===== config.mk =====
export PLATFORM = sky130hd
export DESIGN_NAME = signed_int_to_decimal_ascii_flat
export DESIGN_NICKNAME = d
export VERILOG_FILES = /design/src/sv/sida_pkg.sv /design/src/sv/sida_in_if.sv /design/src/sv/sida_out_if.sv /design/src/sv/signed_int_to_decimal_ascii.sv /design/src/sv/sida_datapath.sv /design/src/sv/sida_ctrl.sv /design/src/flat_wrapper.sv
export VERILOG_INCLUDE_DIRS = /design/src /design/src/sv
export SDC_FILE = /design/constraint.sdc
export NUM_CORES = 1
export LEC_CHECK = 0
export BUFFER_PORTS_ARGS = -buffer_cell sky130_fd_sc_hd__buf_4
export CORE_MARGIN = 2
export CORE_UTILIZATION = 61
export DETAILED_ROUTE_END_ITERATION = 8
export PLACE_DENSITY_LB_ADDON = 0.05
export SLEW_MARGIN = 20
export SYNTH_ARGS = -nofsm -noshare
export SYNTH_HDL_FRONTEND = slang
export SYNTH_HIERARCHICAL = 1
export SYNTH_SLANG_ARGS = --single-unit

===== constraint.sdc =====
create_clock -name clk -period 3.5 [get_ports clk]
set_clock_uncertainty 0.2 [all_clocks]
set_input_delay 0.175 -clock clk [delete_from_list [all_inputs] [get_ports clk]]
set_output_delay 0.175 -clock clk [all_outputs]
set_load 0.02 [all_outputs]

===== src/sv/signed_int_to_decimal_ascii_defines.svh =====
// Assertion macros for the signed integer to decimal ASCII converter.
// Used by the datapath and controller; expects clk and rst_n in scope.
`ifndef SIGNED_INT_TO_DECIMAL_ASCII_DEFINES_SVH
`define SIGNED_INT_TO_DECIMAL_ASCII_DEFINES_SVH

// Same-cycle implication, disabled during reset.
`define SIDA_ASSERT_NOW(label, ante, cons) \
    label: assert property (@(posedge clk) disable iff (!rst_n) (ante) |-> (cons)) \
        else $error("sida: same-cycle check failed");

// Next-cycle implication, disabled during reset.
`define SIDA_ASSERT_NEXT(label, ante, cons) \
    label: assert property (@(posedge clk) disable iff (!rst_n) (ante) |=> (cons)) \
        else $error("sida: next-cycle check failed");

`endif


===== src/sv/sida_pkg.sv =====
// Shared constants, types and helpers for the decimal ASCII converter.
// No dependencies; imported by every module of the block.
`default_nettype none

package sida_pkg;

    localparam int DATA_W   = 32;
    localparam int DIGITS   = 10;
    localparam int NIB_W    = 4;
    localparam int BCD_W    = DIGITS * NIB_W;
    localparam int POS_W    = $clog2(DIGITS);
    localparam int STEP_W   = $clog2(DATA_W);
    localparam int CHAR_W   = 6;
    localparam int CNT_W    = 4;

    localparam logic [CHAR_W-1:0] CODE_MINUS = 6'd45;
    localparam logic [CHAR_W-1:0] CODE_ZERO  = 6'd48;
    localparam logic [STEP_W-1:0] LAST_STEP  = STEP_W'(DATA_W - 1);

    // Commands from the controller to the datapath
    typedef struct packed {
        logic load;   // take a new value, form magnitude
        logic step;   // one shift-and-adjust iteration
        logic prep;   // locate leading digit, arm sign
        logic emit;   // load next character into the output register
    } cmd_t;

    // Status from the datapath to the controller
    typedef struct packed {
        logic out_free;   // output register can take a beat this cycle
        logic last_char;  // the next emitted character ends the number
    } status_t;

    // Add-3 correction for one BCD digit ahead of the shift
    function automatic logic [NIB_W-1:0] bcd_adjust(input logic [NIB_W-1:0] nib);
        logic [NIB_W-1:0] res;
        begin
            res = (nib >= NIB_W'(5)) ? nib + NIB_W'(3) : nib;
            return res;
        end
    endfunction

endpackage

`default_nettype wire


===== src/sv/sida_in_if.sv =====
// Input channel: one signed 32-bit value per beat.
// Depends on sida_pkg for the data width.
`default_nettype none

interface sida_in_if;
    import sida_pkg::*;

    logic                     valid;
    logic                     ready;
    logic signed [DATA_W-1:0] value;

    modport source (output valid, output value, input ready);
    modport sink   (input valid, input value, output ready);
endinterface

`default_nettype wire


===== src/sv/sida_out_if.sv =====
// Output channel: one ASCII character per beat with last flag and count.
// Depends on sida_pkg for field widths.
`default_nettype none

interface sida_out_if;
    import sida_pkg::*;

    logic              valid;
    logic              ready;
    logic [CHAR_W-1:0] char_code;
    logic              is_last;
    logic [CNT_W-1:0]  chars_so_far;

    modport source (output valid, output char_code, output is_last, output chars_so_far,
                    input ready);
    modport sink   (input valid, input char_code, input is_last, input chars_so_far,
                    output ready);
endinterface

`default_nettype wire


===== src/sv/signed_int_to_decimal_ascii.sv =====
// Signed 32-bit integer to decimal ASCII converter.
//
// Usage:
//   value_ch (sink) takes one signed 32-bit integer per beat. char_ch
//   (source) returns its decimal text, one ASCII character per beat: a
//   minus first for negative values, then the digits without leading
//   zeros (zero is a single '0'). Each beat carries is_last on the final
//   character and chars_so_far, the count including the sign.
//   Timing: after an input beat, 32 steps of shift-and-add-3 in the BCD
//   register, a prep step to locate the leading digit, then one character
//   per cycle into the output register while the receiver keeps up. An
//   item has N = 1..11 characters; the output is a single register. A new
//   value is taken as soon as the last character sits in the output
//   register.
//   A stalled receiver holds the output register and the emit sequence.
//   Reset clears the controller and the output valid; no item is pending.
// Depends on sida_pkg, sida_in_if, sida_out_if, sida_ctrl, sida_datapath.
`default_nettype none

module signed_int_to_decimal_ascii (
    input  wire logic  clk,
    input  wire logic  rst_n,
    sida_in_if.sink    value_ch,
    sida_out_if.source char_ch
);
    import sida_pkg::*;

    cmd_t    cmd;
    status_t status;
    logic    in_ready;

    assign value_ch.ready = in_ready;

    // Sequencer
    sida_ctrl u_ctrl (
        .clk      (clk),
        .rst_n    (rst_n),
        .in_valid (value_ch.valid),
        .in_ready (in_ready),
        .status   (status),
        .cmd      (cmd)
    );

    // Conversion and output register
    sida_datapath u_datapath (
        .clk    (clk),
        .rst_n  (rst_n),
        .cmd    (cmd),
        .status (status),
        .value  (value_ch.value),
        .out_ch (char_ch)
    );

endmodule

`default_nettype wire


===== src/sv/sida_datapath.sv =====
// Datapath: magnitude, double-dabble BCD register, character emitter and
// output register. Depends on sida_pkg, sida_out_if and the assertion macros.
`default_nettype none
`include "signed_int_to_decimal_ascii_defines.svh"

module sida_datapath (
    input  wire logic                             clk,
    input  wire logic                             rst_n,
    input  wire sida_pkg::cmd_t                   cmd,
    output sida_pkg::status_t                     status,
    input  wire logic signed [sida_pkg::DATA_W-1:0] value,
    sida_out_if.source                            out_ch
);
    import sida_pkg::*;

    logic [DATA_W-1:0] mag_reg, mag_next;
    logic [BCD_W-1:0]  bcd_reg, bcd_next;
    logic              neg_reg, neg_next;
    logic              sign_pend_reg, sign_pend_next;
    logic [POS_W-1:0]  pos_reg, pos_next;
    logic [CNT_W-1:0]  cnt_reg, cnt_next;
    logic              out_valid_reg, out_valid_next;
    logic [CHAR_W-1:0] out_char_reg, out_char_next;
    logic              out_last_reg, out_last_next;
    logic [CNT_W-1:0]  out_cnt_reg, out_cnt_next;

    logic [NIB_W-1:0]  nib [DIGITS];
    logic [BCD_W-1:0]  bcd_adj;
    logic [POS_W-1:0]  lead_pos;
    logic [NIB_W-1:0]  cur_digit;
    logic [DATA_W-1:0] raw;

    // Split BCD register into digits; adjust each and find the leading one
    always_comb
    begin
        lead_pos = '0;
        for (int i = 0; i < DIGITS; i++)
        begin
            nib[i] = bcd_reg[i*NIB_W +: NIB_W];
            bcd_adj[i*NIB_W +: NIB_W] = bcd_adjust(nib[i]);
            if (nib[i] != '0)
            begin
                lead_pos = POS_W'(i);
            end
        end
    end

    assign cur_digit = nib[pos_reg];
    assign raw       = $unsigned(value);

    // Next-state logic for the conversion and emit registers
    always_comb
    begin
        mag_next       = mag_reg;
        bcd_next       = bcd_reg;
        neg_next       = neg_reg;
        sign_pend_next = sign_pend_reg;
        pos_next       = pos_reg;
        cnt_next       = cnt_reg;
        out_char_next  = out_char_reg;
        out_last_next  = out_last_reg;
        out_cnt_next   = out_cnt_reg;
        out_valid_next = out_valid_reg && !out_ch.ready;

        if (cmd.load)
        begin
            neg_next = raw[DATA_W-1];
            mag_next = raw[DATA_W-1] ? (DATA_W'(0) - raw) : raw;
            bcd_next = '0;
        end
        if (cmd.step)
        begin
            bcd_next = {bcd_adj[BCD_W-2:0], mag_reg[DATA_W-1]};
            mag_next = {mag_reg[DATA_W-2:0], 1'b0};
        end
        if (cmd.prep)
        begin
            pos_next       = lead_pos;
            sign_pend_next = neg_reg;
            cnt_next       = '0;
        end
        if (cmd.emit)
        begin
            out_valid_next = 1'b1;
            out_cnt_next   = cnt_reg + CNT_W'(1);
            cnt_next       = cnt_reg + CNT_W'(1);
            if (sign_pend_reg)
            begin
                out_char_next  = CODE_MINUS;
                out_last_next  = 1'b0;
                sign_pend_next = 1'b0;
            end
            else
            begin
                out_char_next = CODE_ZERO + {{(CHAR_W-NIB_W){1'b0}}, cur_digit};
                out_last_next = (pos_reg == '0);
                if (pos_reg != '0)
                begin
                    pos_next = pos_reg - POS_W'(1);
                end
            end
        end
    end

    // Control flops
    always_ff @(posedge clk or negedge rst_n)
    begin
        if (!rst_n)
        begin
            out_valid_reg <= 1'b0;
        end
        else
        begin
            out_valid_reg <= out_valid_next;
        end
    end

    // Payload flops
    always_ff @(posedge clk)
    begin
        mag_reg       <= mag_next;
        bcd_reg       <= bcd_next;
        neg_reg       <= neg_next;
        sign_pend_reg <= sign_pend_next;
        pos_reg       <= pos_next;
        cnt_reg       <= cnt_next;
        out_char_reg  <= out_char_next;
        out_last_reg  <= out_last_next;
        out_cnt_reg   <= out_cnt_next;
    end

    assign status.out_free  = !out_valid_reg || out_ch.ready;
    assign status.last_char = !sign_pend_reg && (pos_reg == '0);

    assign out_ch.valid        = out_valid_reg;
    assign out_ch.char_code    = out_char_reg;
    assign out_ch.is_last      = out_last_reg;
    assign out_ch.chars_so_far = out_cnt_reg;

    // A character is only loaded when the output register has room
    `SIDA_ASSERT_NOW(a_emit_room, cmd.emit, !out_valid_reg || out_ch.ready)
    // The sign beat is a minus and never closes the number
    `SIDA_ASSERT_NEXT(a_sign_beat, cmd.emit && sign_pend_reg,
                      out_char_reg == CODE_MINUS && !out_last_reg)
    // After prep the pointer sits on a nonzero digit or on the units digit
    `SIDA_ASSERT_NEXT(a_lead_digit, cmd.prep, pos_reg == '0 || cur_digit != '0)

endmodule

`default_nettype wire


===== src/sv/sida_ctrl.sv =====
// Controller FSM: sequences load, 32 conversion steps, prep and emit.
// Depends on sida_pkg and the assertion macros.
`default_nettype none
`include "signed_int_to_decimal_ascii_defines.svh"

module sida_ctrl (
    input  wire logic              clk,
    input  wire logic              rst_n,
    input  wire logic              in_valid,
    output logic                   in_ready,
    input  wire sida_pkg::status_t status,
    output sida_pkg::cmd_t         cmd
);
    import sida_pkg::*;

    typedef enum logic [3:0] {
        S_IDLE = 4'b0001,
        S_CONV = 4'b0010,
        S_PREP = 4'b0100,
        S_EMIT = 4'b1000
    } state_t;

    state_t            state_reg, state_next;
    logic [STEP_W-1:0] step_reg, step_next;

    // Next state and commands
    always_comb
    begin
        state_next = state_reg;
        step_next  = step_reg;
        cmd        = '0;
        in_ready   = 1'b0;
        case (state_reg)
            S_IDLE:
            begin
                in_ready = 1'b1;
                if (in_valid)
                begin
                    cmd.load   = 1'b1;
                    step_next  = '0;
                    state_next = S_CONV;
                end
            end
            S_CONV:
            begin
                cmd.step  = 1'b1;
                step_next = step_reg + STEP_W'(1);
                if (step_reg == LAST_STEP)
                begin
                    state_next = S_PREP;
                end
            end
            S_PREP:
            begin
                cmd.prep   = 1'b1;
                state_next = S_EMIT;
            end
            S_EMIT:
            begin
                if (status.out_free)
                begin
                    cmd.emit = 1'b1;
                    if (status.last_char)
                    begin
                        state_next = S_IDLE;
                    end
                end
            end
            default:
            begin
                state_next = S_IDLE;
            end
        endcase
    end

    always_ff @(posedge clk or negedge rst_n)
    begin
        if (!rst_n)
        begin
            state_reg <= S_IDLE;
            step_reg  <= '0;
        end
        else
        begin
            state_reg <= state_next;
            step_reg  <= step_next;
        end
    end

    // At most one command per cycle
    `SIDA_ASSERT_NOW(a_cmd_onehot, 1'b1, $onehot0({cmd.load, cmd.step, cmd.prep, cmd.emit}))
    // A load starts the conversion with the step counter cleared
    `SIDA_ASSERT_NEXT(a_load_start, cmd.load, state_reg == S_CONV && step_reg == '0)
    // The final conversion step hands over to prep
    `SIDA_ASSERT_NEXT(a_conv_end, state_reg == S_CONV && step_reg == LAST_STEP,
                      state_reg == S_PREP)

endmodule

`default_nettype wire


===== src/flat_wrapper.sv =====
// flat-port wrapper written by rule: the top's interface ports become plain ports
module signed_int_to_decimal_ascii_flat import sida_pkg::*;
  (clk, rst_n, value_ch_valid, value_ch_value, value_ch_ready, char_ch_valid, char_ch_char_code, char_ch_is_last, char_ch_chars_so_far, char_ch_ready);
  sida_in_if value_ch_i ();
  sida_out_if char_ch_i ();
  input  wire logic clk;
  input  wire logic rst_n;
  input wire logic [$bits(value_ch_i.valid)-1:0] value_ch_valid;
  input wire logic [$bits(value_ch_i.value)-1:0] value_ch_value;
  output wire logic [$bits(value_ch_i.ready)-1:0] value_ch_ready;
  output wire logic [$bits(char_ch_i.valid)-1:0] char_ch_valid;
  output wire logic [$bits(char_ch_i.char_code)-1:0] char_ch_char_code;
  output wire logic [$bits(char_ch_i.is_last)-1:0] char_ch_is_last;
  output wire logic [$bits(char_ch_i.chars_so_far)-1:0] char_ch_chars_so_far;
  input wire logic [$bits(char_ch_i.ready)-1:0] char_ch_ready;
  assign value_ch_i.valid = value_ch_valid;
  assign value_ch_i.value = value_ch_value;
  assign value_ch_ready = value_ch_i.ready;
  assign char_ch_valid = char_ch_i.valid;
  assign char_ch_char_code = char_ch_i.char_code;
  assign char_ch_is_last = char_ch_i.is_last;
  assign char_ch_chars_so_far = char_ch_i.chars_so_far;
  assign char_ch_i.ready = char_ch_ready;
  signed_int_to_decimal_ascii u_core (.clk(clk), .rst_n(rst_n), .value_ch(value_ch_i), .char_ch(char_ch_i));
endmodule

==> impl_metrics.py <==
metrics = {
    "synthesis": {
        "edff_count_synth": 86,
        "async_flop_share": 0.0980,
        "largest_family_of_logic_cells_by_synthesized_area": "simple AND/OR/NAND/NOR gates",
        "proportion_of_synthesized_area_in_mux_cells": 0.0419,
        "top_post_synthesis_cells_by_count": "sky130_fd_sc_hd__edfxtp_1, sky130_fd_sc_hd__nand2_1, sky130_fd_sc_hd__o21ai_0, sky130_fd_sc_hd__inv_1, sky130_fd_sc_hd__nor2_1",
        "synth_largest_type_area_fraction": 0.395,
        "synthesis.nets": 698,
        "postSynthRegisterBits": 102,
        "post_synth_xor_area_fraction": 0.0442,
        "yosysWarningCount": 6,
        "yosys_most_used_dff": "sky130_fd_sc_hd__edfxtp_1",
        "syn_inst": 637,
        "synth_area_leaders": "sky130_fd_sc_hd__edfxtp_1, sky130_fd_sc_hd__ha_1, sky130_fd_sc_hd__nand2_1",
        "mapped_area_um2": 6550,
        "synth_simple_gate_area_share": 0.214,
        "synth-compound-area-share": 0.160,
        "netlist.top_cell.by_area": "sky130_fd_sc_hd__edfxtp_1",
        "postSynthAreaPerCell_um2": 10.3,
        "yosysSeqAreaShare": 0.451,
        "synth_cell_type_count": 67,
        "synth.most_common_cell": "sky130_fd_sc_hd__edfxtp_1",
        "post_synth_fa_ha_maj_area_fraction": 0.0478,
    },
    "route": {
        "drt-wirelength-per-cell_um": 17.0,
        "drt_first_pass_iters": 6,
        "remaining_drc_errors": 0,
        "drt.antenna.violating_nets": 0,
        "dr.first_iter.drc_count": 345,
        "drt-vias-per-instance": 6.24,
        "drt_wirelength_mm": 14.2,
        "detailroute.via_count": 5245,
    },
    "floorplan": {
        "die_height_um": 108,
        "boundaryPins": 49,
        "design.core.area_um2": 10400,
        "floorplan.die_area_um2": 11600,
        "floorplan.initialDensity": 0.631,
        "die-width_um": 108,
        "rows": 37,
    },
    "worst_hold_path": {
        "holdPathStages": 3,
        "min_path_type": "in2reg",
    },
    "power": {
        "power_density_nw_per_um2": 638,
        "p_leak_nw": 2.93,
        "max-vdd-ir-drop_v": 0.000377,
        "power_mw": 4.78,
    },
    "critical_path": {
        "worstPathBufferInverterCount": 1,
        "path_class": "reg2reg",
        "cpMaxStageDelayCell": "sky130_fd_sc_hd__nand2b_1",
        "worst_ep_required_time_ns": 3.41,
        "worstRegToRegCells": 6,
        "cell_family_with_the_largest_share_of_critical_path_delay": "simple AND/OR/NAND/NOR gates",
        "path_depth": 6,
        "timing.critical_path.arrival_ns": 2.92,
        "crit_path_cell_trace": "or4b_4 -> inv_2 -> nand2b_1 -> nor3_1 -> a21oi_1 -> o311ai_1",
        "crit_path_max_fanout": 18,
        "worstSetupStartpointType": "flip-flop",
        "worstSetupEndpointType": "flip-flop",
        "cp_slowest_stage_delay_ns": 0.66,
    },
    "global_route": {
        "global_route.overflow_total": 0,
        "grt_antenna_before_repair": 0,
        "grt_pass1_wl_mm": 23.8,
        "first_global_vias": 5009,
        "grt_start_max_net_pins": 43,
        "globalRouteTotalUtil": 0.263,
    },
    "clock_tree": {
        "tritoncts_buffers": 9,
        "htreeDepth": 3,
        "clkLatencyLatePin_ns": 0.39,
        "post_cts_resized": 0,
        "cts-root-buf": "sky130_fd_sc_hd__clkbuf_8",
        "cts.reportedPaths.clkPinSlew_ns": 0.10,
        "tritoncts_clock_tree": "yes",
        "postCtsSetupBuffers": 0,
        "cts-root-to-sink-buffers": 2,
        "cts_sinks": 102,
    },
    "run_status": {
        "run_status": "finished clean",
    },
    "timing": {
        "timing.final.crit_share": 0.857,
        "final_max_slew_viol_count": 0,
        "fmax_mhz": 333,
        "setup-violations-final": 0,
        "hold_viol_final": 0,
        "finalHoldWorstSlack_ns": 0.0232,
        "worstMarginPinSlew_ns": 0.945,
        "final_critical_path_setup_slack_ns": 0.500,
        "rsz0062_at_grt": "false",
        "slew_headroom": 0.369,
        "post-route-min-period_ns": 3.00,
        "fin_setup_tns_ns": 0,
    },
    "job": {
        "drv.max_cap_violation_count": 0,
    },
    "placed_design": {
        "gp_congestion": 0.877,
        "detailedPlacementHpwl_mm": 9.71,
        "place_ws_ns": 0.569,
        "port_buffers": 47,
        "number_of_placed_instances_with_taps_included": 798,
    },
    "cells_and_area": {
        "nNetsFinal": 760,
        "finalNonFillerCells": 840,
        "syn_to_final_growth_pct": 14.5,
        "largest_reg_flops": 40,
        "antenna-diode-count": 0,
        "final_layout_size_suffix_gt1_frac": 0.155,
        "layout.filler_cells": 780,
    },
}
## through the flow
step	cell area (um2)	utilization
2_1_floorplan	6550	-
3_3_place_gp	7040	0.678
3_5_place_dp	7040	0.678
4_1_cts	7490	0.722
5_1_grt	7490	0.722
6_report	7490	0.722
## routing by layer
layer | track usage | vias to the layer above | part of all wire
met4 | 0.105 | 0 | 0.017
li1 | - | 2516 | -
met5 | 0 | - | 0
met3 | 0.0527 | 28 | 0.057
met2 | 0.437 | 194 | 0.49
met1 | 0.338 | 2507 | 0.44
## cell families after synthesis
family	Yosys count
xor+xnor	33
other cells	1
fa+ha+maj	25
buf+inv	66
simple gates	245
mux	17
compound gates	148
flops	102
## tightest hold or removal path, cell delays in order
cell	delay (ns)
sky130_fd_sc_hd__buf_4	0.11
sky130_fd_sc_hd__nand3_1	0.07
sky130_fd_sc_hd__o211ai_1	0.15
## cell usage in the layout (no fill, tap or decap), drive strengths merged, types with 7 or more instances in the layout
cell	n
a21boi	11
a21o	10
a21oi	22
a32oi	7
and2	18
and3	12
buf	58
clkbuf	10
dfrtp	9
dlygate4sd3	26
edfxtp	86
ha	25
inv	35
mux4	8
nand2	61
nand2b	20
nand3	16
nand4	10
nor2	28
nor3	20
nor3b	13
o211a	11
o21ai	40
o31ai	7
or2	7
or3	7
or4	10
xnor2	21
xor2	12
## worst paths after layout
kind                                             from                              to  slack (ns)
max                        u_core/u_ctrl/state_reg[1]   u_core/u_datapath/mag_reg[25]        0.50
min                                value_ch_value[30]   u_core/u_datapath/mag_reg[30]        0.02
max reg2reg                u_core/u_ctrl/state_reg[1]   u_core/u_datapath/mag_reg[25]        0.50
min reg2reg                 u_core/u_ctrl/step_reg[3]       u_core/u_ctrl/step_reg[3]        0.33
max in group asynchronous                       rst_n  u_core/u_datapath/out_ch.valid        2.20
min in group asynchronous                       rst_n      u_core/u_ctrl/state_reg[0]        0.05
## final cells by class
class / instances / area [um2] / share of cell area
Clock buffer: 10 / 128 / 0.0170
Clock inverter: 6 / 68.8 / 0.00919
Inverter: 33 / 124 / 0.0165
Multi-Input combinational cell: 469 / 3330 / 0.444
Sequential cell: 102 / 2950 / 0.394
Tap cell: 136 / 170 / 0.0227
Timing Repair Buffer: 84 / 721 / 0.0962
## power by group
part           total [mW]  leakage [nW]  switching [mW]  internal [mW]
Sequential           2.23         0.998           0.344           1.88
Clock               0.769        0.0973           0.433          0.336
Combinational        1.78          1.83           0.989          0.792
## what timing repair did
item / 4_1_cts / 5_1_grt
setup endpoints to repair: 0 / 0
hold buffers: 26 / 0
hold endpoints to repair: 35 / 0
Note: power is estimated with default switching activity, not from simulation.
